==> config.mk <==
export PLATFORM = sky130hd
export DESIGN_NAME = json_string_unescape_utf8_unit
export DESIGN_NICKNAME = d
export VERILOG_FILES = /design/src/hdl/jsu_pkg.sv /design/src/hdl/jsu_front.sv /design/src/hdl/jsu_cmd_queue.sv /design/src/hdl/jsu_back.sv /design/src/hdl/json_string_unescape_utf8_unit.sv
export SDC_FILE = /design/constraint.sdc
export NUM_CORES = 1
export LEC_CHECK = 0
export ABC_AREA = 0
export BUFFER_PORTS_ARGS = -buffer_cell sky130_fd_sc_hd__buf_2
export CELL_PAD_IN_SITES_DETAIL_PLACEMENT = 1
export CELL_PAD_IN_SITES_GLOBAL_PLACEMENT = 2
export CORE_AREA = 2 2 131 158
export CTS_BUF_LIST = sky130_fd_sc_hd__clkbuf_8
export CTS_CLUSTER_DIAMETER = 120
export CTS_CLUSTER_SIZE = 12
export DETAILED_ROUTE_END_ITERATION = 8
export DIE_AREA = 0 0 133 160
export PLACE_DENSITY_LB_ADDON = 0.08
export RECOVER_POWER = 25
export SYNTH_ARGS = -nofsm -noshare
export SYNTH_HDL_FRONTEND = slang
export SYNTH_SLANG_ARGS = --single-unit
==> constraint.sdc <==
create_clock -name clk -period 3.2 [get_ports clk]
set_input_delay 0.48 -clock clk [delete_from_list [all_inputs] [get_ports clk]]
set_output_delay 0.48 -clock clk [all_outputs]
set_load 0.005 [all_outputs]
==> src/hdl/jsu_pkg.sv <==
// ---------------------------------------------------------------------------
// jsu_pkg
// Shared types and codes for the JSON string unescape / UTF-8 unit.
// ---------------------------------------------------------------------------
`default_nettype none

package jsu_pkg;

    localparam int QUEUE_DEPTH = 4;

    localparam int STATUS_W = 2;
    localparam logic [STATUS_W-1:0] ST_BYTE  = 2'd0;
    localparam logic [STATUS_W-1:0] ST_DONE  = 2'd1;
    localparam logic [STATUS_W-1:0] ST_ERROR = 2'd2;

    // Command passed from the parser to the byte emitter
    typedef enum logic [1:0] {
        CMD_RAW   = 2'd0,   // one byte as is
        CMD_CP    = 2'd1,   // code point, UTF-8 encoded
        CMD_DONE  = 2'd2,
        CMD_ERROR = 2'd3
    } cmd_kind_t;

    typedef struct packed {
        cmd_kind_t   kind;
        logic [20:0] cp;
    } cmd_t;

endpackage

`default_nettype wire

==> src/hdl/jsu_front.sv <==
// ---------------------------------------------------------------------------
// jsu_front
// Parser: walks the string literal syntax one byte per cycle while accept is
// high and issues one command per byte that produces output.
// ---------------------------------------------------------------------------
`default_nettype none

module jsu_front (
    input  wire logic         clk,
    input  wire logic         rst_n,
    input  wire logic         accept,
    input  wire logic [7:0]   data_byte,
    input  wire logic         input_end,
    output jsu_pkg::cmd_t     cmd,
    output logic              cmd_push
);
    import jsu_pkg::*;

    typedef enum logic [6:0] {
        PH_IDLE   = 7'b0000001,
        PH_STR    = 7'b0000010,
        PH_ESC    = 7'b0000100,
        PH_HEX1   = 7'b0001000,
        PH_NEEDBS = 7'b0010000,
        PH_NEEDU  = 7'b0100000,
        PH_HEX2   = 7'b1000000
    } phase_t;

    localparam logic [7:0] CH_QUOTE  = 8'h22;
    localparam logic [7:0] CH_BSLASH = 8'h5C;
    localparam logic [7:0] CH_SLASH  = 8'h2F;
    localparam logic [7:0] CH_SPACE  = 8'h20;
    localparam logic [7:0] CH_TAB    = 8'h09;
    localparam logic [7:0] CH_LF     = 8'h0A;
    localparam logic [7:0] CH_CR     = 8'h0D;
    localparam logic [7:0] CH_B      = 8'h62;
    localparam logic [7:0] CH_F      = 8'h66;
    localparam logic [7:0] CH_N      = 8'h6E;
    localparam logic [7:0] CH_R      = 8'h72;
    localparam logic [7:0] CH_T      = 8'h74;
    localparam logic [7:0] CH_U      = 8'h75;

    phase_t      phase_reg, phase_next;
    logic [15:0] first_unit_reg, first_unit_next;
    logic [15:0] second_unit_reg, second_unit_next;
    logic [1:0]  hex_count_reg, hex_count_next;

    logic        hex_ok;
    logic [3:0]  hex_val;

    always_comb
    begin
        hex_ok  = 1'b1;
        hex_val = 4'd0;
        if (data_byte >= 8'h30 && data_byte <= 8'h39)
        begin
            hex_val = data_byte[3:0];
        end
        else if ((data_byte >= 8'h61 && data_byte <= 8'h66) ||
                 (data_byte >= 8'h41 && data_byte <= 8'h46))
        begin
            hex_val = data_byte[3:0] + 4'd9;
        end
        else
        begin
            hex_ok = 1'b0;
        end
    end

    always_comb
    begin
        phase_next       = phase_reg;
        first_unit_next  = first_unit_reg;
        second_unit_next = second_unit_reg;
        hex_count_next   = hex_count_reg;
        cmd_push         = 1'b0;
        cmd.kind         = CMD_RAW;
        cmd.cp           = {13'd0, data_byte};

        if (accept)
        begin
            if (input_end)
            begin
                phase_next     = PH_IDLE;
                hex_count_next = 2'd0;
                cmd_push       = 1'b1;
                cmd.kind       = CMD_ERROR;
            end
            else
            begin
                unique case (phase_reg)
                    PH_STR:
                    begin
                        if (data_byte == CH_QUOTE)
                        begin
                            phase_next     = PH_IDLE;
                            hex_count_next = 2'd0;
                            cmd_push       = 1'b1;
                            cmd.kind       = CMD_DONE;
                        end
                        else if (data_byte == CH_BSLASH)
                        begin
                            phase_next = PH_ESC;
                        end
                        else
                        begin
                            cmd_push = 1'b1;
                        end
                    end
                    PH_ESC:
                    begin
                        phase_next = PH_STR;
                        cmd_push   = 1'b1;
                        case (data_byte)
                            CH_QUOTE, CH_BSLASH, CH_SLASH: ;
                            CH_B: cmd.cp = 21'h08;
                            CH_F: cmd.cp = 21'h0C;
                            CH_N: cmd.cp = 21'h0A;
                            CH_R: cmd.cp = 21'h0D;
                            CH_T: cmd.cp = 21'h09;
                            CH_U:
                            begin
                                phase_next      = PH_HEX1;
                                first_unit_next = 16'd0;
                                hex_count_next  = 2'd0;
                                cmd_push        = 1'b0;
                            end
                            default:
                            begin
                                phase_next     = PH_IDLE;
                                hex_count_next = 2'd0;
                                cmd.kind       = CMD_ERROR;
                            end
                        endcase
                    end
                    PH_HEX1:
                    begin
                        if (!hex_ok)
                        begin
                            phase_next     = PH_IDLE;
                            hex_count_next = 2'd0;
                            cmd_push       = 1'b1;
                            cmd.kind       = CMD_ERROR;
                        end
                        else
                        begin
                            first_unit_next = {first_unit_reg[11:0], hex_val};
                            if (hex_count_reg != 2'd3)
                            begin
                                hex_count_next = hex_count_reg + 2'd1;
                            end
                            else
                            begin
                                hex_count_next = 2'd0;
                                if (first_unit_next >= 16'hD800 &&
                                    first_unit_next <= 16'hDBFF)
                                begin
                                    phase_next = PH_NEEDBS;
                                end
                                else
                                begin
                                    phase_next = PH_STR;
                                    cmd_push   = 1'b1;
                                    cmd.kind   = CMD_CP;
                                    cmd.cp     = {5'd0, first_unit_next};
                                end
                            end
                        end
                    end
                    PH_NEEDBS:
                    begin
                        if (data_byte == CH_BSLASH)
                        begin
                            phase_next = PH_NEEDU;
                        end
                        else
                        begin
                            phase_next     = PH_IDLE;
                            hex_count_next = 2'd0;
                            cmd_push       = 1'b1;
                            cmd.kind       = CMD_ERROR;
                        end
                    end
                    PH_NEEDU:
                    begin
                        if (data_byte == CH_U)
                        begin
                            phase_next       = PH_HEX2;
                            second_unit_next = 16'd0;
                            hex_count_next   = 2'd0;
                        end
                        else
                        begin
                            phase_next     = PH_IDLE;
                            hex_count_next = 2'd0;
                            cmd_push       = 1'b1;
                            cmd.kind       = CMD_ERROR;
                        end
                    end
                    PH_HEX2:
                    begin
                        if (!hex_ok)
                        begin
                            phase_next     = PH_IDLE;
                            hex_count_next = 2'd0;
                            cmd_push       = 1'b1;
                            cmd.kind       = CMD_ERROR;
                        end
                        else
                        begin
                            second_unit_next = {second_unit_reg[11:0], hex_val};
                            if (hex_count_reg != 2'd3)
                            begin
                                hex_count_next = hex_count_reg + 2'd1;
                            end
                            else
                            begin
                                hex_count_next = 2'd0;
                                cmd_push       = 1'b1;
                                if (second_unit_next >= 16'hDC00 &&
                                    second_unit_next <= 16'hDFFF)
                                begin
                                    // join the pair: 0x10000 + high[9:0]:low[9:0]
                                    phase_next = PH_STR;
                                    cmd.kind   = CMD_CP;
                                    cmd.cp     = 21'h10000 +
                                        {1'b0, first_unit_reg[9:0], second_unit_next[9:0]};
                                end
                                else
                                begin
                                    phase_next = PH_IDLE;
                                    cmd.kind   = CMD_ERROR;
                                end
                            end
                        end
                    end
                    default:
                    begin
                        // idle, and any stray phase code
                        phase_next = PH_IDLE;
                        if (data_byte == CH_QUOTE)
                        begin
                            phase_next = PH_STR;
                        end
                        else if (data_byte != CH_SPACE && data_byte != CH_TAB &&
                                 data_byte != CH_LF && data_byte != CH_CR)
                        begin
                            hex_count_next = 2'd0;
                            cmd_push       = 1'b1;
                            cmd.kind       = CMD_ERROR;
                        end
                    end
                endcase
            end
        end
        if (cmd.kind == CMD_DONE || cmd.kind == CMD_ERROR)
        begin
            cmd.cp = 21'd0;
        end
    end

    always_ff @(posedge clk or negedge rst_n)
    begin
        if (!rst_n)
        begin
            phase_reg       <= PH_IDLE;
            first_unit_reg  <= 16'd0;
            second_unit_reg <= 16'd0;
            hex_count_reg   <= 2'd0;
        end
        else
        begin
            phase_reg       <= phase_next;
            first_unit_reg  <= first_unit_next;
            second_unit_reg <= second_unit_next;
            hex_count_reg   <= hex_count_next;
        end
    end

endmodule

`default_nettype wire

==> src/hdl/jsu_cmd_queue.sv <==
// ---------------------------------------------------------------------------
// jsu_cmd_queue
// Small register FIFO of commands between parser and byte emitter.
// ---------------------------------------------------------------------------
`default_nettype none

module jsu_cmd_queue #(
    parameter int DEPTH = jsu_pkg::QUEUE_DEPTH
) (
    input  wire logic          clk,
    input  wire logic          rst_n,
    input  wire logic          wr_en,
    input  wire jsu_pkg::cmd_t wr_data,
    input  wire logic          rd_en,
    output jsu_pkg::cmd_t      rd_data,
    output logic               rd_valid,
    output logic               full
);
    import jsu_pkg::*;

    localparam int PTR_W = (DEPTH > 1) ? $clog2(DEPTH) : 1;
    localparam int CNT_W = $clog2(DEPTH + 1);
    localparam logic [PTR_W-1:0] LAST_PTR = PTR_W'(DEPTH - 1);
    localparam logic [CNT_W-1:0] FULL_CNT = CNT_W'(DEPTH);

    cmd_t             entry_reg [DEPTH];
    logic [PTR_W-1:0] wr_ptr_reg, wr_ptr_next;
    logic [PTR_W-1:0] rd_ptr_reg, rd_ptr_next;
    logic [CNT_W-1:0] count_reg, count_next;
    logic             do_wr, do_rd;

    assign rd_valid = (count_reg != '0);
    assign full     = (count_reg == FULL_CNT);
    assign rd_data  = entry_reg[rd_ptr_reg];
    assign do_wr    = wr_en && !full;
    assign do_rd    = rd_en && rd_valid;

    always_comb
    begin
        wr_ptr_next = wr_ptr_reg;
        rd_ptr_next = rd_ptr_reg;
        count_next  = count_reg;
        if (do_wr)
        begin
            wr_ptr_next = (wr_ptr_reg == LAST_PTR) ? '0 : wr_ptr_reg + 1'b1;
        end
        if (do_rd)
        begin
            rd_ptr_next = (rd_ptr_reg == LAST_PTR) ? '0 : rd_ptr_reg + 1'b1;
        end
        if (do_wr && !do_rd)
        begin
            count_next = count_reg + 1'b1;
        end
        else if (do_rd && !do_wr)
        begin
            count_next = count_reg - 1'b1;
        end
    end

    always_ff @(posedge clk or negedge rst_n)
    begin
        if (!rst_n)
        begin
            wr_ptr_reg <= '0;
            rd_ptr_reg <= '0;
            count_reg  <= '0;
        end
        else
        begin
            wr_ptr_reg <= wr_ptr_next;
            rd_ptr_reg <= rd_ptr_next;
            count_reg  <= count_next;
        end
    end

    always_ff @(posedge clk)
    begin
        if (do_wr)
        begin
            entry_reg[wr_ptr_reg] <= wr_data;
        end
    end

endmodule

`default_nettype wire

==> src/hdl/jsu_back.sv <==
// ---------------------------------------------------------------------------
// jsu_back
// Byte emitter: holds one command and hands out its bytes (UTF-8 encoded
// for code points), one per transfer.
// ---------------------------------------------------------------------------
`default_nettype none

module jsu_back (
    input  wire logic           clk,
    input  wire logic           rst_n,
    input  wire jsu_pkg::cmd_t  q_data,
    input  wire logic           q_valid,
    output logic                q_pop,
    input  wire logic           pop,
    output logic                empty,
    output logic [7:0]          out_byte,
    output logic [jsu_pkg::STATUS_W-1:0] status,
    output logic                last
);
    import jsu_pkg::*;

    logic       cur_valid_reg, cur_valid_next;
    cmd_t       cur_reg, cur_next;
    logic [1:0] idx_reg, idx_next;

    logic [1:0] final_idx;
    logic [7:0] enc_byte [4];
    logic [20:0] cp;

    assign cp = cur_reg.cp;

    always_comb
    begin
        enc_byte[0] = cp[7:0];
        enc_byte[1] = 8'h00;
        enc_byte[2] = 8'h00;
        enc_byte[3] = 8'h00;
        final_idx   = 2'd0;
        status      = ST_BYTE;
        unique case (cur_reg.kind)
            CMD_CP:
            begin
                if (cp <= 21'h7F)
                begin
                    final_idx = 2'd0;
                end
                else if (cp <= 21'h7FF)
                begin
                    final_idx   = 2'd1;
                    enc_byte[0] = 8'hC0 | {3'd0, cp[10:6]};
                    enc_byte[1] = 8'h80 | {2'd0, cp[5:0]};
                end
                else if (cp <= 21'hFFFF)
                begin
                    final_idx   = 2'd2;
                    enc_byte[0] = 8'hE0 | {4'd0, cp[15:12]};
                    enc_byte[1] = 8'h80 | {2'd0, cp[11:6]};
                    enc_byte[2] = 8'h80 | {2'd0, cp[5:0]};
                end
                else
                begin
                    final_idx   = 2'd3;
                    enc_byte[0] = 8'hF0 | {5'd0, cp[20:18]};
                    enc_byte[1] = 8'h80 | {2'd0, cp[17:12]};
                    enc_byte[2] = 8'h80 | {2'd0, cp[11:6]};
                    enc_byte[3] = 8'h80 | {2'd0, cp[5:0]};
                end
            end
            CMD_DONE:  status = ST_DONE;
            CMD_ERROR: status = ST_ERROR;
            default:   ;
        endcase
    end

    assign empty    = !cur_valid_reg;
    assign out_byte = enc_byte[idx_reg];
    assign last     = (idx_reg == final_idx);

    always_comb
    begin
        cur_valid_next = cur_valid_reg;
        cur_next       = cur_reg;
        idx_next       = idx_reg;
        q_pop          = 1'b0;
        if (!cur_valid_reg || (pop && last))
        begin
            // take the next command, or go empty
            q_pop          = q_valid;
            cur_valid_next = q_valid;
            cur_next       = q_data;
            idx_next       = 2'd0;
        end
        else if (pop)
        begin
            idx_next = idx_reg + 2'd1;
        end
    end

    always_ff @(posedge clk or negedge rst_n)
    begin
        if (!rst_n)
        begin
            cur_valid_reg <= 1'b0;
            idx_reg       <= 2'd0;
        end
        else
        begin
            cur_valid_reg <= cur_valid_next;
            idx_reg       <= idx_next;
        end
    end

    always_ff @(posedge clk)
    begin
        cur_reg <= cur_next;
    end

endmodule

`default_nettype wire

==> src/hdl/json_string_unescape_utf8_unit.sv <==
// ---------------------------------------------------------------------------
// json_string_unescape_utf8_unit
// Streaming decoder for one JSON string literal to UTF-8 bytes.
// ---------------------------------------------------------------------------
// Input side is a queue write port: an item (data_byte, input_end) transfers
// on a clock edge with push high and full low. The parser handles one item
// per cycle and turns it into zero or one command, which goes into a short
// command queue (QUEUE_DEPTH entries).
// Result side is a queue read port: while empty is low the oldest result
// (out_byte, status, last) is on the ports and transfers when pop is high.
// A code point expands to one to four results, one per cycle; done and error
// are one result each. last marks the final result of an input item.
// A result passes through the command queue and the emitter's command
// register before it is visible. Throughput: one input item per cycle and
// one result per cycle while pop is high; full rises only while the consumer
// stalls or multi-byte code points drain slower than items arrive.
// A stalled consumer holds the current result; the queue absorbs new
// commands until full. Reset empties the queue and returns the parser to
// idle, waiting for an opening quote.
// ---------------------------------------------------------------------------
`default_nettype none

module json_string_unescape_utf8_unit #(
    parameter int QUEUE_DEPTH = jsu_pkg::QUEUE_DEPTH
) (
    input  wire logic        clk,
    input  wire logic        rst_n,
    input  wire logic        push,
    output logic             full,
    input  wire logic [7:0]  data_byte,
    input  wire logic        input_end,
    input  wire logic        pop,
    output logic             empty,
    output logic [7:0]       out_byte,
    output logic [jsu_pkg::STATUS_W-1:0] status,
    output logic             last
);
    import jsu_pkg::*;

    cmd_t front_cmd;
    logic front_push;
    cmd_t q_data;
    logic q_valid;
    logic q_pop;
    logic accept;

    assign accept = push && !full;

    jsu_front u_front (
        .clk       (clk),
        .rst_n     (rst_n),
        .accept    (accept),
        .data_byte (data_byte),
        .input_end (input_end),
        .cmd       (front_cmd),
        .cmd_push  (front_push)
    );

    jsu_cmd_queue #(
        .DEPTH (QUEUE_DEPTH)
    ) u_queue (
        .clk      (clk),
        .rst_n    (rst_n),
        .wr_en    (front_push),
        .wr_data  (front_cmd),
        .rd_en    (q_pop),
        .rd_data  (q_data),
        .rd_valid (q_valid),
        .full     (full)
    );

    jsu_back u_back (
        .clk      (clk),
        .rst_n    (rst_n),
        .q_data   (q_data),
        .q_valid  (q_valid),
        .q_pop    (q_pop),
        .pop      (pop),
        .empty    (empty),
        .out_byte (out_byte),
        .status   (status),
        .last     (last)
    );

endmodule

`default_nettype wire

# [Word-level counts from Yosys, hierarchy flattened]
# Memory sizes are Yosys's and may differ from the RTL's. A register that Yosys moved wholly into a read port is not among the register bits.
# Index checks and enable logic that the tools add are counted.
[classes] add_sub_neg=8 n_lt_le_gt_ge=14 eq_ne=40 mux=90 bitwise_logic=2 n_reduce_logical=35
[ops] cell="two-way mux 21 bit" count=6
[ops] cell="two-way mux 23 bit" count=3
[ops] cell="two-way mux 32 bit" count=2
[ops] cell="case mux 21 bit (3 select lines)" count=1
[ops] cell="== test 8 x 7 -> 1 bit (second input constant)" count=7
[ops] cell="two-way mux 7 bit" count=8
[ops] cell="two-way mux 2 bit" count=27
[ops] cell="case mux 12 bit (2 select lines)" count=2
[ops] cell="case mux 7 bit (6 select lines)" count=1
[ops] cell="case mux 8 bit (5 select lines)" count=1
[ops] cell="two-way mux 12 bit" count=3
[ops] cell="greater-or-equal comparator 16 bit (second input constant)" count=2
[ops] cell="less-or-equal comparator 16 bit (second input constant)" count=2
[ops] cell="two-way mux 8 bit" count=3
[ops] cell="!= test 8 x 4 -> 1 bit (second input constant)" count=3
[ops] cell="two-way mux 22 bit" count=1
[ops] cell="adder 17 x 20 -> 21 bit (first input constant)" count=1
[ops] cell="less-or-equal comparator 21 x 11 -> 1 bit (second input constant)" count=1
[ops] cell="less-or-equal comparator 21 x 16 -> 1 bit (second input constant)" count=1
[ops] cell="less-or-equal comparator 21 x 7 -> 1 bit (second input constant)" count=1
[ops] cell="two-way mux 1 bit" count=18
[ops] cell="binary-select mux 8 bit (select 2 bit)" count=1
[ops] cell="== test 8 x 6 -> 1 bit (second input constant)" count=2
[ops] cell="greater-or-equal comparator 8 x 7 -> 1 bit (second input constant)" count=2
[ops] cell="51 further kinds" count=90
[word_totals] reg_bits=43 ramBits=92 mem_count=1
[memory_table] name="u_queue.entry_reg" words=4 word_bits=23 rd=1 rd_clocked_by_memory_dff=1 write_ports=1 line_no="jsu_cmd_queue.sv:26" text="cmd_t entry_reg [DEPTH];"

# [Depth between registers and ports, before layout]
# Gate-level depths: netlist of the first run.
[logic_depth] ltp_word=18 depth_mapped=16

# [Cells and area by module]
# A second synthesis of the first run with hierarchy kept.
[hier_totals] cells_unflattened=732 hier_area_um2=8602.0
[by_module_without_submodules] module="jsu_cmd_queue" instances=1 cells_each=158 area_per_inst_um2=3829.9 seq_area_each_um2=2937.8
[by_module_without_submodules] module="jsu_front" instances=1 cells_each=409 area_per_inst_um2=3095.5 seq_area_each_um2=827.0
[by_module_without_submodules] module="jsu_back" instances=1 cells_each=164 area_per_inst_um2=1662.8 seq_area_each_um2=765.7
[by_module_without_submodules] module="json_string_unescape_utf8_unit" instances=1 cells_each=1 area_per_inst_um2=13.8 seq_area_each_um2=0.0

# [Worst setup path before layout of the first run]
# No wires, ideal clock.
[synth_timing] kind="input-to-reg" from="input data_byte[0]" to="register u_queue.count_reg[1]" setup_ns=0.125 arrival_ns=3.657 t_required_ns=3.075 slack_ns=-0.582 stages=14 n_path_buf=1 path_cell_list="clkbuf_1 -> inv_1 -> ha_1 -> nor3b_1 -> nor3b_1 -> a21o_1 -> o41a_2 -> or2_4 -> o31ai_4 -> a21oi_2 -> ha_1 -> inv_1 -> fa_1 -> mux2_2"
[synth_lines] item="from (decl)" line_no="json_string_unescape_utf8_unit.sv:30" text="input wire logic [7:0] data_byte,"
[synth_lines] item="greater-or-equal comparator 8 x 7 -> 1 bit (tied with other cells)" line_no="jsu_front.sv:59" text="else if ((data_byte >= 8'h61 && data_byte <= 8'h66) ||"
[synth_lines] item="logical AND 1 bit (on tied branches)" line_no="jsu_front.sv:59, jsu_front.sv:60"
[synth_lines] item="logical OR 1 bit" line_no="jsu_front.sv:59"
[synth_lines] item="two-way mux 4 bit" line_no="jsu_front.sv:59"
[synth_lines] item="two-way mux 4 bit" line_no="jsu_front.sv:55" text="if (data_byte >= 8'h30 && data_byte <= 8'h39)"
[synth_lines] item="greater-or-equal comparator 16 bit / less-or-equal comparator 16 bit (equally long branches)" line_no="jsu_front.sv:155, jsu_front.sv:156"
[synth_lines] item="logical AND 1 bit" line_no="jsu_front.sv:155" text="if (first_unit_next >= 16'hD800 &&"
[synth_lines] item="two-way mux 1 bit" line_no="jsu_front.sv:155"
[synth_lines] item="(+2 left out)"
[synth_lines] item="case mux 1 bit (5 select lines) (*)" line_no="jsu_front.sv:91" text="unique case (phase_reg)"
[synth_lines] item="two-way mux 1 bit (*)" line_no="jsu_front.sv:82" text="if (input_end)"
[synth_lines] item="two-way mux 1 bit (*)" line_no="jsu_front.sv:80" text="if (accept)"
[synth_lines] item="logical AND 1 bit (*)" line_no="jsu_cmd_queue.sv:35" text="assign do_wr = wr_en && !full;"
[synth_lines] item="net u_queue.do_wr" line_no="jsu_cmd_queue.sv:30" text="logic do_wr, do_rd;"
[synth_lines] item="logical AND 1 bit (*)" line_no="jsu_cmd_queue.sv:51" text="if (do_wr && !do_rd)"
[synth_lines] item="two-way mux 3 bit (*)" line_no="jsu_cmd_queue.sv:51"
[synth_lines] item="net u_queue.count_next[1]" line_no="jsu_cmd_queue.sv:29" text="logic [CNT_W-1:0] count_reg, count_next;"
[synth_lines] item="to (signal assigned)" line_no="jsu_cmd_queue.sv:73" text="count_reg <= count_next;"
[synth_lines] item="to (decl)" line_no="jsu_cmd_queue.sv:29"
# The timed path passes the listed nets; every way through them passes the cells marked *.
# A chain may end at the register's enable or synchronous reset.

# [Worst setup path in the final report of the first run]
[layout_timing] from="register u_front.first_unit_reg[6]" to="register u_queue.count_reg[1]"
[layout_lines] item="from (decl)" line_no="jsu_front.sv:44" text="logic [15:0] first_unit_reg, first_unit_next;"
[layout_lines] item="from (signal assigned)" line_no="jsu_front.sv:274" text="first_unit_reg <= first_unit_next;"
[layout_lines] item="greater-or-equal comparator 16 bit / less-or-equal comparator 16 bit (equally long branches)" line_no="jsu_front.sv:155, jsu_front.sv:156"
[layout_lines] item="logical AND 1 bit (*)" line_no="jsu_front.sv:155"
[layout_lines] item="two-way mux 1 bit (*)" line_no="jsu_front.sv:155"
[layout_lines] item="two-way mux 1 bit (*)" line_no="jsu_front.sv:148" text="if (hex_count_reg != 2'd3)"
[layout_lines] item="two-way mux 1 bit (*)" line_no="jsu_front.sv:138" text="if (!hex_ok)"
[layout_lines] item="case mux 1 bit (5 select lines) (*)" line_no="jsu_front.sv:91"
[layout_lines] item="two-way mux 1 bit (*)" line_no="jsu_front.sv:82"
[layout_lines] item="two-way mux 1 bit (*)" line_no="jsu_front.sv:80"
[layout_lines] item="logical AND 1 bit (*)" line_no="jsu_cmd_queue.sv:35"
[layout_lines] item="net u_queue.do_wr" line_no="jsu_cmd_queue.sv:30"
[layout_lines] item="logical AND 1 bit (*)" line_no="jsu_cmd_queue.sv:51"
[layout_lines] item="two-way mux 3 bit (*)" line_no="jsu_cmd_queue.sv:51"
[layout_lines] item="net u_queue.count_next[1]" line_no="jsu_cmd_queue.sv:29"
# Marks and branches as above.

==> flow_summary_export.csv, run 1 <==
group,metric,value,unit
logic_synthesis,ys_seq_area_share,56.9,%
routing,drt_iter0_drc,369,
cts,cts.sinks,158,
sta,skew,0.0182,ns
setup_path,r2r_setup_slack,-0.18,ns
cts,cts-root-buf,"clkbuf_8",
floorplanning,die_y,160,um
global_routing,top_usage_layer,"met2",
global_routing,grt_pass1_vias,6589,
sta,period_share,106,%
status,violations,"max-capacitance violations, max-slew violations, negative setup slack",
logic_synthesis,ys_top_cells_by_count,"edfxtp_1, nand2_1, nor2_1",
cts,cts_buffers,17,
status,status,"finished with violations",
global_routing,antenna_found_initial,0,
power_and_ir_drop,power_leakage,0.00393,uW
sta,finalWorstSetupSlack,-0.178,ns
setup_path,worst-setup-path-type,"flip-flop to flip-flop",
logic_synthesis,ys_ff_latch,158,
logic_synthesis,synthTopCellsByArea,"edfxtp_1, dfrtp_1, mux4_2, nand2_1, a21oi_1",
setup_path,setup.worst_path.end_class,"flip-flop",
layout,fin_area,10300,um2
sta,slew_violations,32,
floorplanning,initial_core_util,40.0,%
place,numPortBuffers,25,
logic_synthesis,synth_cell_types,84,
power_and_ir_drop,pwr_density_cell,679,nW/um2
hold_path,hold_path_class,"primary input to flip-flop",
global_routing,use_met3,3.68,%
layout,fill_cells,2119,
floorplanning,coreArea,19900,um2
place,dp_hpwl,18.0,mm
sta,min_period,3.38,ns
logic_synthesis,synth-warning-count,0,
logic_synthesis,synthCells,662,
global_routing,grt_pass1_wl,38.0,mm
place,place_area,9420,um2
run,drv_cap,1,
routing,route.detailed.drc,0,
routing,vias,6134,
cts,clk_pin_slew,0.10,ns
setup_path,crit_end,"u_queue.count_reg[1]",
setup_path,rr_startpoint,"u_front.first_unit_reg[6]",
layout,final_layout_size_suffix_gt1_share,35.4,%
setup_path,path_cells,"inv_2 -> ha_4 -> nand2_2 -> or3_4 -> or4_1 -> o31a_1 -> or2_4 -> o31ai_4 -> a21oi_4 -> ha_4 -> inv_2 -> fa_2 -> mux2_2",
cts,holdBufCountCts,0,
sta,tns,-0.355,ns
logic_synthesis,synth_top_area_share,43.4,%
sta,setup_viol,24,
global_routing,overflow,0,
sta,tightest_slew,2.07,ns
setup_path,worst_ep_required_time,3.54,ns
setup_path,critical-path-max-stage-delay,0.42,ns
logic_synthesis,synthesis.nets,689,
global_routing,grt_start_max_net_pins,32,
global_routing,grt_use_total,23.8,%
floorplanning,ios,26,
hold_path,worstHoldStart,"pop",
cts,cts_tree,"built",
setup_path,reg2reg_depth,13,
logic_synthesis,synthFlopType,"edfxtp_1",
floorplanning,die_w,133,um
routing,final_antenna_net_count,0,
layout,syn2layout_area_growth,29.1,%
sta,grt_setup_unrepaired,"true",
setup_path,startpoint,"u_front.first_unit_reg[6]",
logic_synthesis,synth_top_area_cell,"edfxtp_1",
layout,finish.utilization,51.7,%
power_and_ir_drop,ir_drop,0.304,mV
setup_path,arrival,3.72,ns
global_routing,grtUsageMet2,45.0,%
routing,vias_per_cell,5.56,
sta,max_slew_margin,-37.7,%
layout,nets,852,
logic_synthesis,syn_avg_cell_area,12.0,um2
sta,hold_violations,0,
sta,max_freq,296,MHz
layout,diodes,0,
place,gp_congestion,0.971,
global_routing,met1_usage,26.3,%
place,dp_worst_setup_slack,-0.497,ns
cts,cts_max_level,4,
floorplanning,rows,57,
logic_synthesis,synth_edf_count,115,
floorplanning,die_area,21300,um2
cts,cts.path.max_buffers,2,
logic_synthesis,synth.most_common_cell,"edfxtp_1",
logic_synthesis,asyncSetResetFlopFracSynth,27.2,%
setup_path,slowest_stage,"or4_1",
routing,wl_per_cell,22.4,um
cts,clk_latency,0.47,ns
routing,first_pass_iters,4,
setup_path,path_max_fanout,2,
logic_synthesis,synthesis.area,7960,um2
routing,drt_wl_total,24.7,mm
setup_path,cp-start-kind,"flip-flop",
setup_path,r2r-end,"u_queue.count_reg[1]",
layout,largest_register_ffs,92,
power by group:
group	leakage (uW)	switching, uW	total [uW]	internal [uW]
clock	0.000207	897	1500	602
sequential	0.00168	339	3080	2740
combinational	0.00204	1180	2400	1220
total	0.00393	2410	6980	4560
kinds of logic (layout without fill, tap and decap cells):
| logic type | count (synthesis) | in the layout | synth area share, % |
|---|---|---|---|
| adder cells (fa/ha/maj) | 14 | 14 | 2.29 |
| buffers and inverters | 59 | 235 | 3.05 |
| multiplexers | 33 | 33 | 7.94 |
| AND/OR/NAND/NOR | 225 | 225 | 14.5 |
| flip-flops | 158 | 158 | 56.9 |
| XOR/XNOR | 6 | 6 | 0.660 |
| AO/OA/AOI/OAI | 167 | 167 | 14.6 |
worst max-delay path: cells and delay by family (launching register included):
kind | cells | cell delay (ns)
AOI/OAI and AO/OA | 3 | 0.66
adders and majority gates | 3 | 0.72
buffers and inverters | 2 | 0.13
DFF | 1 | 0.40
muxes | 1 | 0.27
and+or+nand+nor | 4 | 1.08
layer usage:
layer  vias to the layer above  share of wire, %
li1                       2887                 -
met1                      3095                38
met2                       108                56
met3                        44               2.3
met4                         0               3.9
met5                         -                 0
what timing repair did:
item | in CTS | in global routing
resized for setup | 19 | 28
pin swaps | 13 | 11
setup endpoints to repair | 122 | 130
gates cloned | 3 | 6
buffers inserted | 6 | 4
area by class of cell:
cell class / instances / area [um2] / area share [%]
clock buffer: 17 / 234 / 2.28
tap: 265 / 332 / 3.23
timing repair buffer: 181 / 1520 / 14.8
inverter: 22 / 85.1 / 0.828
multi-input combinational: 445 / 3390 / 33.0
clock inverter: 15 / 179 / 1.74
sequential: 158 / 4530 / 44.1
per-stage QoR:
step	hold WS (ns)	instances	total power, uW
after global placement	0.462	1052	5040
final	0.309	1103	6980
after detailed placement	0.483	1052	5150
after CTS	0.139	1093	6830
after global routing	0.304	1103	7380
after floorplan	0.184	662	4240
cells in the final DEF (no fill, tap or decap), types with 5 or more instances in the layout:
cell type,count
a211oi_1,5
a211oi_2,5
a21o_1,5
a21oi_1,36
a22o_1,7
a22oi_1,12
a311oi_1,5
buf_12,5
buf_2,23
buf_4,137
clkbuf_16,5
clkbuf_8,17
dfrtp_1,42
edfxtp_1,115
ha_1,9
inv_1,17
mux2i_1,5
mux4_2,23
nand2_1,67
nand2b_1,5
nand3_1,12
nor2_1,43
nor2b_1,5
nor3_1,20
nor4_1,11
o21ai_0,26
o21ai_1,11
o31ai_1,6
how the worst min path moves through the flow:
stage,to,slack (ns),cells past startpoint
floorplan,u_back.cur_valid_reg,0.18,0
global placement,u_front.second_unit_reg[10],0.46,2
detailed placement,u_queue.count_reg[2],0.48,1
CTS,u_front.first_unit_reg[11],0.14,1
global route,u_back.idx_reg[0],0.30,3
finish,u_back.idx_reg[0],0.31,3
No activity file was read; power rests on OpenSTA's default activity.
==> inputs of run 2 (changes only) <==
--- a/config.mk
+++ b/config.mk
@@ -9,14 +9,16 @@
 export BUFFER_PORTS_ARGS = -buffer_cell sky130_fd_sc_hd__buf_2
 export CELL_PAD_IN_SITES_DETAIL_PLACEMENT = 1
 export CELL_PAD_IN_SITES_GLOBAL_PLACEMENT = 2
-export CORE_AREA = 2 2 131 158
+export CORE_AREA = 2 2 136 164
 export CTS_BUF_LIST = sky130_fd_sc_hd__clkbuf_8
 export CTS_CLUSTER_DIAMETER = 120
 export CTS_CLUSTER_SIZE = 12
 export DETAILED_ROUTE_END_ITERATION = 8
-export DIE_AREA = 0 0 133 160
+export DIE_AREA = 0 0 138 166
+export GPL_TIMING_DRIVEN = 0
 export PLACE_DENSITY_LB_ADDON = 0.08
 export RECOVER_POWER = 25
 export SYNTH_ARGS = -nofsm -noshare
 export SYNTH_HDL_FRONTEND = slang
+export SYNTH_HIERARCHICAL = 1
 export SYNTH_SLANG_ARGS = --single-unit
==> run 2 against run 1 <==
The flow still finishes with violations (max-capacitance violations, max-slew violations, negative setup slack). Sequential share of layout area increased by 0.91 points. Clock power about the same. Core utilization decreased by 4.6 points. Hold slack got worse by 0.022 ns. Cell count decreased by 1.6%. Setup slack got worse by 0.020 ns. Non-clock buffer count decreased by 90. Count of clock-buffer cells in the layout unchanged. Highest routed layer unchanged.
==> flow_summary_export.csv, run 2 <==
group,metric,value,unit
status,status,"finished with violations",
status,violations,"max-capacitance violations, max-slew violations, negative setup slack",
layout,nets,825,
global_routing,overflow,0,
logic_synthesis,synthCells,732,
cts,cts_buffers,17,
place,dp_hpwl,18.8,mm
setup_path,critical_path_buf_inv_count,4,
routing,vias_per_cell,5.97,
logic_synthesis,synth.most_common_cell,"edfxtp_1",
logic_synthesis,synthesis.area,8600,um2
logic_synthesis,synthTopCellsByArea,"edfxtp_1, dfrtp_1, mux4_2, nand2_1, o21ai_0",
logic_synthesis,ys_seq_area_share,52.7,%
layout,syn2layout_area_growth,17.1,%
setup_path,arrival,3.79,ns
cts,cts-root-buf,"clkbuf_8",
cts,holdBufCountCts,0,
place,numPortBuffers,23,
place,gp_congestion,0.873,
floorplanning,coreArea,21400,um2
logic_synthesis,ys_ff_latch,158,
setup_path,cp_top_family,"simple AND/OR/NAND/NOR gates",
layout,layout_common_cells,"edfxtp_1, nand2_1, nor2_1",
logic_synthesis,synthFlopType,"edfxtp_1",
logic_synthesis,synth_cell_types,100,
cts,clk_pin_slew,0.10,ns
setup_path,slowest_stage,"or4b_4",
power_and_ir_drop,ir_drop,0.295,mV
run,drv_cap,1,
sta,setup_viol,94,
floorplanning,initial_core_util,40.2,%
global_routing,grt_pass1_wl,40.5,mm
sta,tightest_slew,2.67,ns
cts,cts.path.max_buffers,2,
sta,slew_violations,44,
layout,fill_cells,2307,
logic_synthesis,synth_top_area_share,40.1,%
floorplanning,ios,26,
layout,fin_area,10100,um2
global_routing,grt_start_max_net_pins,44,
sta,max_freq,294,MHz
floorplanning,die_area,22900,um2
setup_path,path_max_fanout,6,
sta,grt_setup_unrepaired,"true",
routing,wl_per_cell,23.6,um
setup_path,critical-path-max-stage-delay,0.50,ns
setup_path,worst-setup-path-type,"primary input to flip-flop",
logic_synthesis,ys_top_cells_by_count,"edfxtp_1, nand2_1, nor2_1",
layout,largest_register_ffs,92,
floorplanning,die_y,166,um
global_routing,grt_pass1_vias,7031,
cts,cts.sinks,158,
routing,first_pass_iters,4,
logic_synthesis,synth_edf_count,115,
setup_path,cp-start-kind,"primary input",
power_and_ir_drop,pwr_density_cell,670,nW/um2
sta,max_slew_margin,-77.8,%
cts,clk_latency,0.47,ns
setup_path,cpMostUsedCell,"buf_6",
logic_synthesis,syn_avg_cell_area,11.8,um2
layout,final_common_cell,"edfxtp_1",
layout,final_layout_size_suffix_gt1_share,26.0,%
setup_path,setup.worst_path.end_class,"flip-flop",
cts,cts_max_level,4,
floorplanning,die_w,138,um
setup_path,worst_ep_required_time,3.59,ns
routing,drt_wl_total,25.6,mm
logic_synthesis,synth_top_area_cell,"edfxtp_1",
global_routing,grt_use_total,22.9,%
sta,hold_violations,0,
power_and_ir_drop,finalPower,6750,uW
sta,skew,0.0209,ns
power_and_ir_drop,power_leakage,0.00351,uW
routing,vias,6474,
routing,final_antenna_net_count,0,
cts,cts_tree,"built",
sta,finalWorstSetupSlack,-0.198,ns
sta,period_share,106,%
hold_path,hold_path_class,"primary input to flip-flop",
routing,drt_iter0_drc,280,
floorplanning,rows,59,
logic_synthesis,synthesis.nets,759,
routing,route.detailed.drc,0,
logic_synthesis,asyncSetResetFlopFracSynth,27.2,%
sta,min_period,3.40,ns
setup_path,path_cells,"buf_6 -> buf_6 -> or4b_4 -> nor3_4 -> nor2_4 -> a311o_1 -> a31oi_4 -> o21ai_2 -> and4b_2 -> a21boi_2 -> nor2b_4 -> buf_6 -> ha_4 -> inv_4 -> fa_2 -> xor2_1 -> nor2_1 -> xor2_1",
place,place_area,9170,um2
logic_synthesis,synth-warning-count,6,
global_routing,antenna_found_initial,0,
layout,diodes,0,
-- run 2: changes by cell type after synthesis, moves of 12 or more --
cell and change:
a21oi_1 -13, nand2_1 +13, a22oi_1 -12, a31oi_1 +13
o21ai_0 +12
-- run 2: final timing paths --
path	startpoint	to	slack [ns]	cells after the start
worst min-delay path	pop	u_back/idx_reg[0]	0.29	2
min in group asynchronous	rst_n	u_front/first_unit_reg[4]	0.84	1
max in group asynchronous	rst_n	u_front/phase_reg[6]	0.62	1
worst max-delay path	data_byte[6]	u_queue/count_reg[2]	-0.20	18
worst max register to register	u_front/first_unit_reg[6]	u_queue/count_reg[1]	-0.15	16
worst min register to register	u_front/second_unit_reg[11]	u_front/second_unit_reg[11]	0.50	2
-- run 2: final cells by class --
type                    count  area [um2]  share of cell area (%)
clock inverters            15         185                    1.84
clock buffers              17         234                    2.32
flip-flops and latches    158        4530                    45.0
repair buffers             52         385                    3.82
well taps                 274         343                    3.40
multi-input cells         511        4110                    40.8
inverters                  19        81.3                   0.807
plain buffers              39         208                    2.06
-- run 2: logic make-up after synthesis --
logic type / synth area share [%]
fa+ha+maj: 2.12
mux: 7.99
xor+xnor: 0.713
compound gates: 16.1
simple gates: 17.0
flops: 52.7
buf+inv: 3.45
-- run 2: worst register-to-register path: cells and delay by family, from the launching register on --
kind	cells	cell delay, ns
buffers and inverters	3	0.27
AOI/OAI and AO/OA	5	0.72
and+or+nand+nor	4	0.85
muxes	1	0.27
adders and majority gates	3	0.71
DFF	1	0.41
-- run 2: per-layer routing --
layer,wire [um],GRT usage (%)
met3,657,2.97
met1,9830,25.4
met5,0,0
met2,14100,43.0
met4,1030,10.9
-- run 2: metrics by stage --
step / setup TNS [ns] / std cells / utilization (%) / hold slack (ns) / setup slack (ns)
final: -9.46 / 1085 / 47.1 / 0.287 / -0.198
after global routing: -23.66 / 1085 / 47.1 / 0.259 / -0.349
after CTS: -20.09 / 1078 / 46.3 / 0.252 / -0.244
after detailed placement: -180.14 / 1029 / 42.9 / 0.480 / -1.34
after global placement: -172.75 / 1029 / 42.9 / 0.464 / -1.26
after floorplan: -21.20 / 732 / - / 0.184 / -0.437
-- run 2: power breakdown --
part	switching, uW	internal (uW)
sequential	282	2760
combinational	1230	979
clock	892	604
-- run 2: what timing repair did --
item,4_1_cts,5_1_grt
setup endpoints to repair,185,155
pin swaps,20,12
setup buffers,20,9
gates resized for setup,45,34
==> inputs of run 3 (changes only) <==
--- a/config.mk
+++ b/config.mk
@@ -9,12 +9,12 @@
 export BUFFER_PORTS_ARGS = -buffer_cell sky130_fd_sc_hd__buf_2
 export CELL_PAD_IN_SITES_DETAIL_PLACEMENT = 1
 export CELL_PAD_IN_SITES_GLOBAL_PLACEMENT = 2
-export CORE_AREA = 2 2 136 164
+export CORE_AREA = 2 2 208 108
 export CTS_BUF_LIST = sky130_fd_sc_hd__clkbuf_8
 export CTS_CLUSTER_DIAMETER = 120
 export CTS_CLUSTER_SIZE = 12
 export DETAILED_ROUTE_END_ITERATION = 8
-export DIE_AREA = 0 0 138 166
+export DIE_AREA = 0 0 210 110
 export GPL_TIMING_DRIVEN = 0
 export PLACE_DENSITY_LB_ADDON = 0.08
 export RECOVER_POWER = 25
==> run 3 against run 2 <==
The flow still finishes with violations (max-capacitance violations, max-slew violations, negative setup slack). Die area is 0.84% higher. Non-clock buffer count is 23 higher. Core utilization is 2.1 points higher. Clock skew is 0.0044 ns lower. Power is 7.1% higher. Sequential cell count stayed put. Sequential share of layout area is 1.6 points lower. Critical endpoint unchanged.
==> flow_summary_export.csv, run 3 (synthesis results as in run 2) <==
group,metric,value,unit
sta,tightest_slew,2.91,ns
setup_path,path_cells,"buf_6 -> buf_6 -> or4b_4 -> nor3_4 -> nor2_4 -> a41o_1 -> a31oi_4 -> o21ai_2 -> and4b_2 -> a21boi_4 -> nor2b_4 -> buf_6 -> ha_4 -> inv_2 -> fa_2 -> xor2_1 -> nor2_1 -> xor2_1",
status,violations,"max-capacitance violations, max-slew violations, negative setup slack",
floorplanning,coreArea,21300,um2
routing,final_antenna_net_count,0,
sta,finalWorstSetupSlack,-0.475,ns
layout,diodes,0,
floorplanning,ios,26,
floorplanning,rows,38,
setup_path,cpMostUsedCell,"buf_6",
routing,vias_per_cell,6.36,
setup_path,arrival,4.05,ns
cts,cts.path.max_buffers,2,
floorplanning,die_w,210,um
setup_path,cp-start-kind,"primary input",
layout,fill_cells,2225,
global_routing,grt_start_max_net_pins,44,
sta,setup_viol,114,
sta,max_freq,272,MHz
global_routing,overflow,0,
cts,cts_buffers,17,
setup_path,r2r_setup_slack,-0.37,ns
setup_path,setup.worst_path.end_class,"flip-flop",
sta,grt_setup_unrepaired,"true",
hold_path,worstHoldStart,"pop",
power_and_ir_drop,ir_drop,0.485,mV
setup_path,cp_top_family,"simple AND/OR/NAND/NOR gates",
place,dp_hpwl,21.1,mm
hold_path,worstHoldPathCells,2,
place,gp_congestion,0.945,
global_routing,grt_pass1_vias,6850,
setup_path,slowest_stage,"or4b_4",
setup_path,path_max_fanout,5,
hold_path,min_to,"u_back/idx_reg[0]",
layout,fin_area,10400,um2
place,place_area,9180,um2
layout,largest_register_ffs,92,
routing,vias,7158,
power_and_ir_drop,power_leakage,0.00370,uW
cts,cts.sinks,158,
status,status,"finished with violations",
layout,nets,860,
floorplanning,die_y,110,um
sta,period_share,115,%
cts,clk_pin_slew,0.09,ns
cts,cts-root-buf,"clkbuf_8",
layout,syn2layout_area_growth,21.4,%
cts,holdBufCountCts,0,
global_routing,grt_use_total,27.6,%
setup_path,critical_path_buf_inv_count,4,
place,numPortBuffers,23,
sta,min_period,3.67,ns
routing,drt_iter0_drc,813,
setup_path,critical-path-max-stage-delay,0.52,ns
floorplanning,initial_core_util,40.5,%
sta,tns,-28.33,ns
sta,skew,0.0166,ns
layout,final_layout_size_suffix_gt1_share,30.5,%
routing,wl_per_cell,27.4,um
power_and_ir_drop,pwr_density_cell,692,nW/um2
floorplanning,die_area,23100,um2
setup_path,r2r-end,"u_queue/count_reg[1]",
routing,first_pass_iters,6,
setup_path,rr_startpoint,"u_front/first_unit_reg[6]",
setup_path,worst_ep_required_time,3.57,ns
cts,cts_max_level,4,
hold_path,hold_path_class,"primary input to flip-flop",
routing,drt_wl_total,30.8,mm
sta,hold_violations,0,
sta,slew_violations,44,
routing,route.detailed.drc,0,
cts,clk_latency,0.46,ns
layout,final_common_cell,"edfxtp_1",
run,drv_cap,1,
cts,cts_tree,"built",
sta,max_slew_margin,-93.8,%
global_routing,antenna_found_initial,0,
layout,layout_common_cells,"edfxtp_1, nand2_1, nor2_1",
setup_path,reg2reg_depth,16,
setup_path,worst-setup-path-type,"primary input to flip-flop",
global_routing,grt_pass1_wl,45.5,mm
[run 3: layout make-up]
type	count	area [um2]	share of cell area (%)
inverter	19	80.1	0.767
multi-input combinational	523	4230	40.5
clock buffer	17	234	2.24
sequential	158	4530	43.4
clock inverter	15	131	1.26
buffer	37	208	1.99
timing repair buffer	77	681	6.52
tap	280	350	3.35
[run 3: worst max path at each step]
| stage | from | endpoint | slack [ns] | depth (start not counted) |
|---|---|---|---|---|
| 6_report | data_byte[6] | u_queue/count_reg[2] | -0.47 | 18 |
| 5_1_grt | data_byte[6] | u_queue/count_reg[2] | -0.48 | 18 |
| 4_1_cts | data_byte[6] | u_queue/count_reg[2] | -0.42 | 18 |
| 3_5_place_dp | data_byte[0] | u_queue/entry_reg[3][9] | -1.70 | 14 |
| 3_3_place_gp | data_byte[0] | u_queue/entry_reg[3][21] | -1.64 | 13 |
| 2_1_floorplan | data_byte[3] | u_queue/count_reg[2] | -0.44 | 17 |
[run 3: report_power, final]
part	switching [uW]	internal, uW
clock	795	626
sequential	288	2760
combinational	1540	1220
[run 3: what timing repair did]
item / 4_1_cts / 5_1_grt
pin swaps: 23 / 24
resized for setup: 77 / 48
setup buffers: 31 / 24
endpoints found under the setup margin: 211 / 194
gates cloned: 12 / 0
[run 3: stage by stage]
stage / utilization [%] / power (uW) / instances / setup WS [ns] / hold WS, ns
after detailed placement: 43.2 / 5280 / 1035 / -1.70 / 0.467
after global routing: 49.1 / 7560 / 1126 / -0.478 / 0.294
final: 49.1 / 7230 / 1126 / -0.475 / 0.299
after global placement: 43.2 / 5170 / 1035 / -1.64 / 0.467
after floorplan: - / 4490 / 732 / -0.437 / 0.184
after CTS: 47.7 / 7150 / 1108 / -0.418 / 0.267
[run 3: routing by layer]
layer	track usage, %	vias to the layer above	wire length [um]
li1	-	3066	-
met3	8.19	22	3260
met5	3.45	-	0
met1	46.1	3722	16300
met4	4.61	0	183
met2	33.3	348	11100
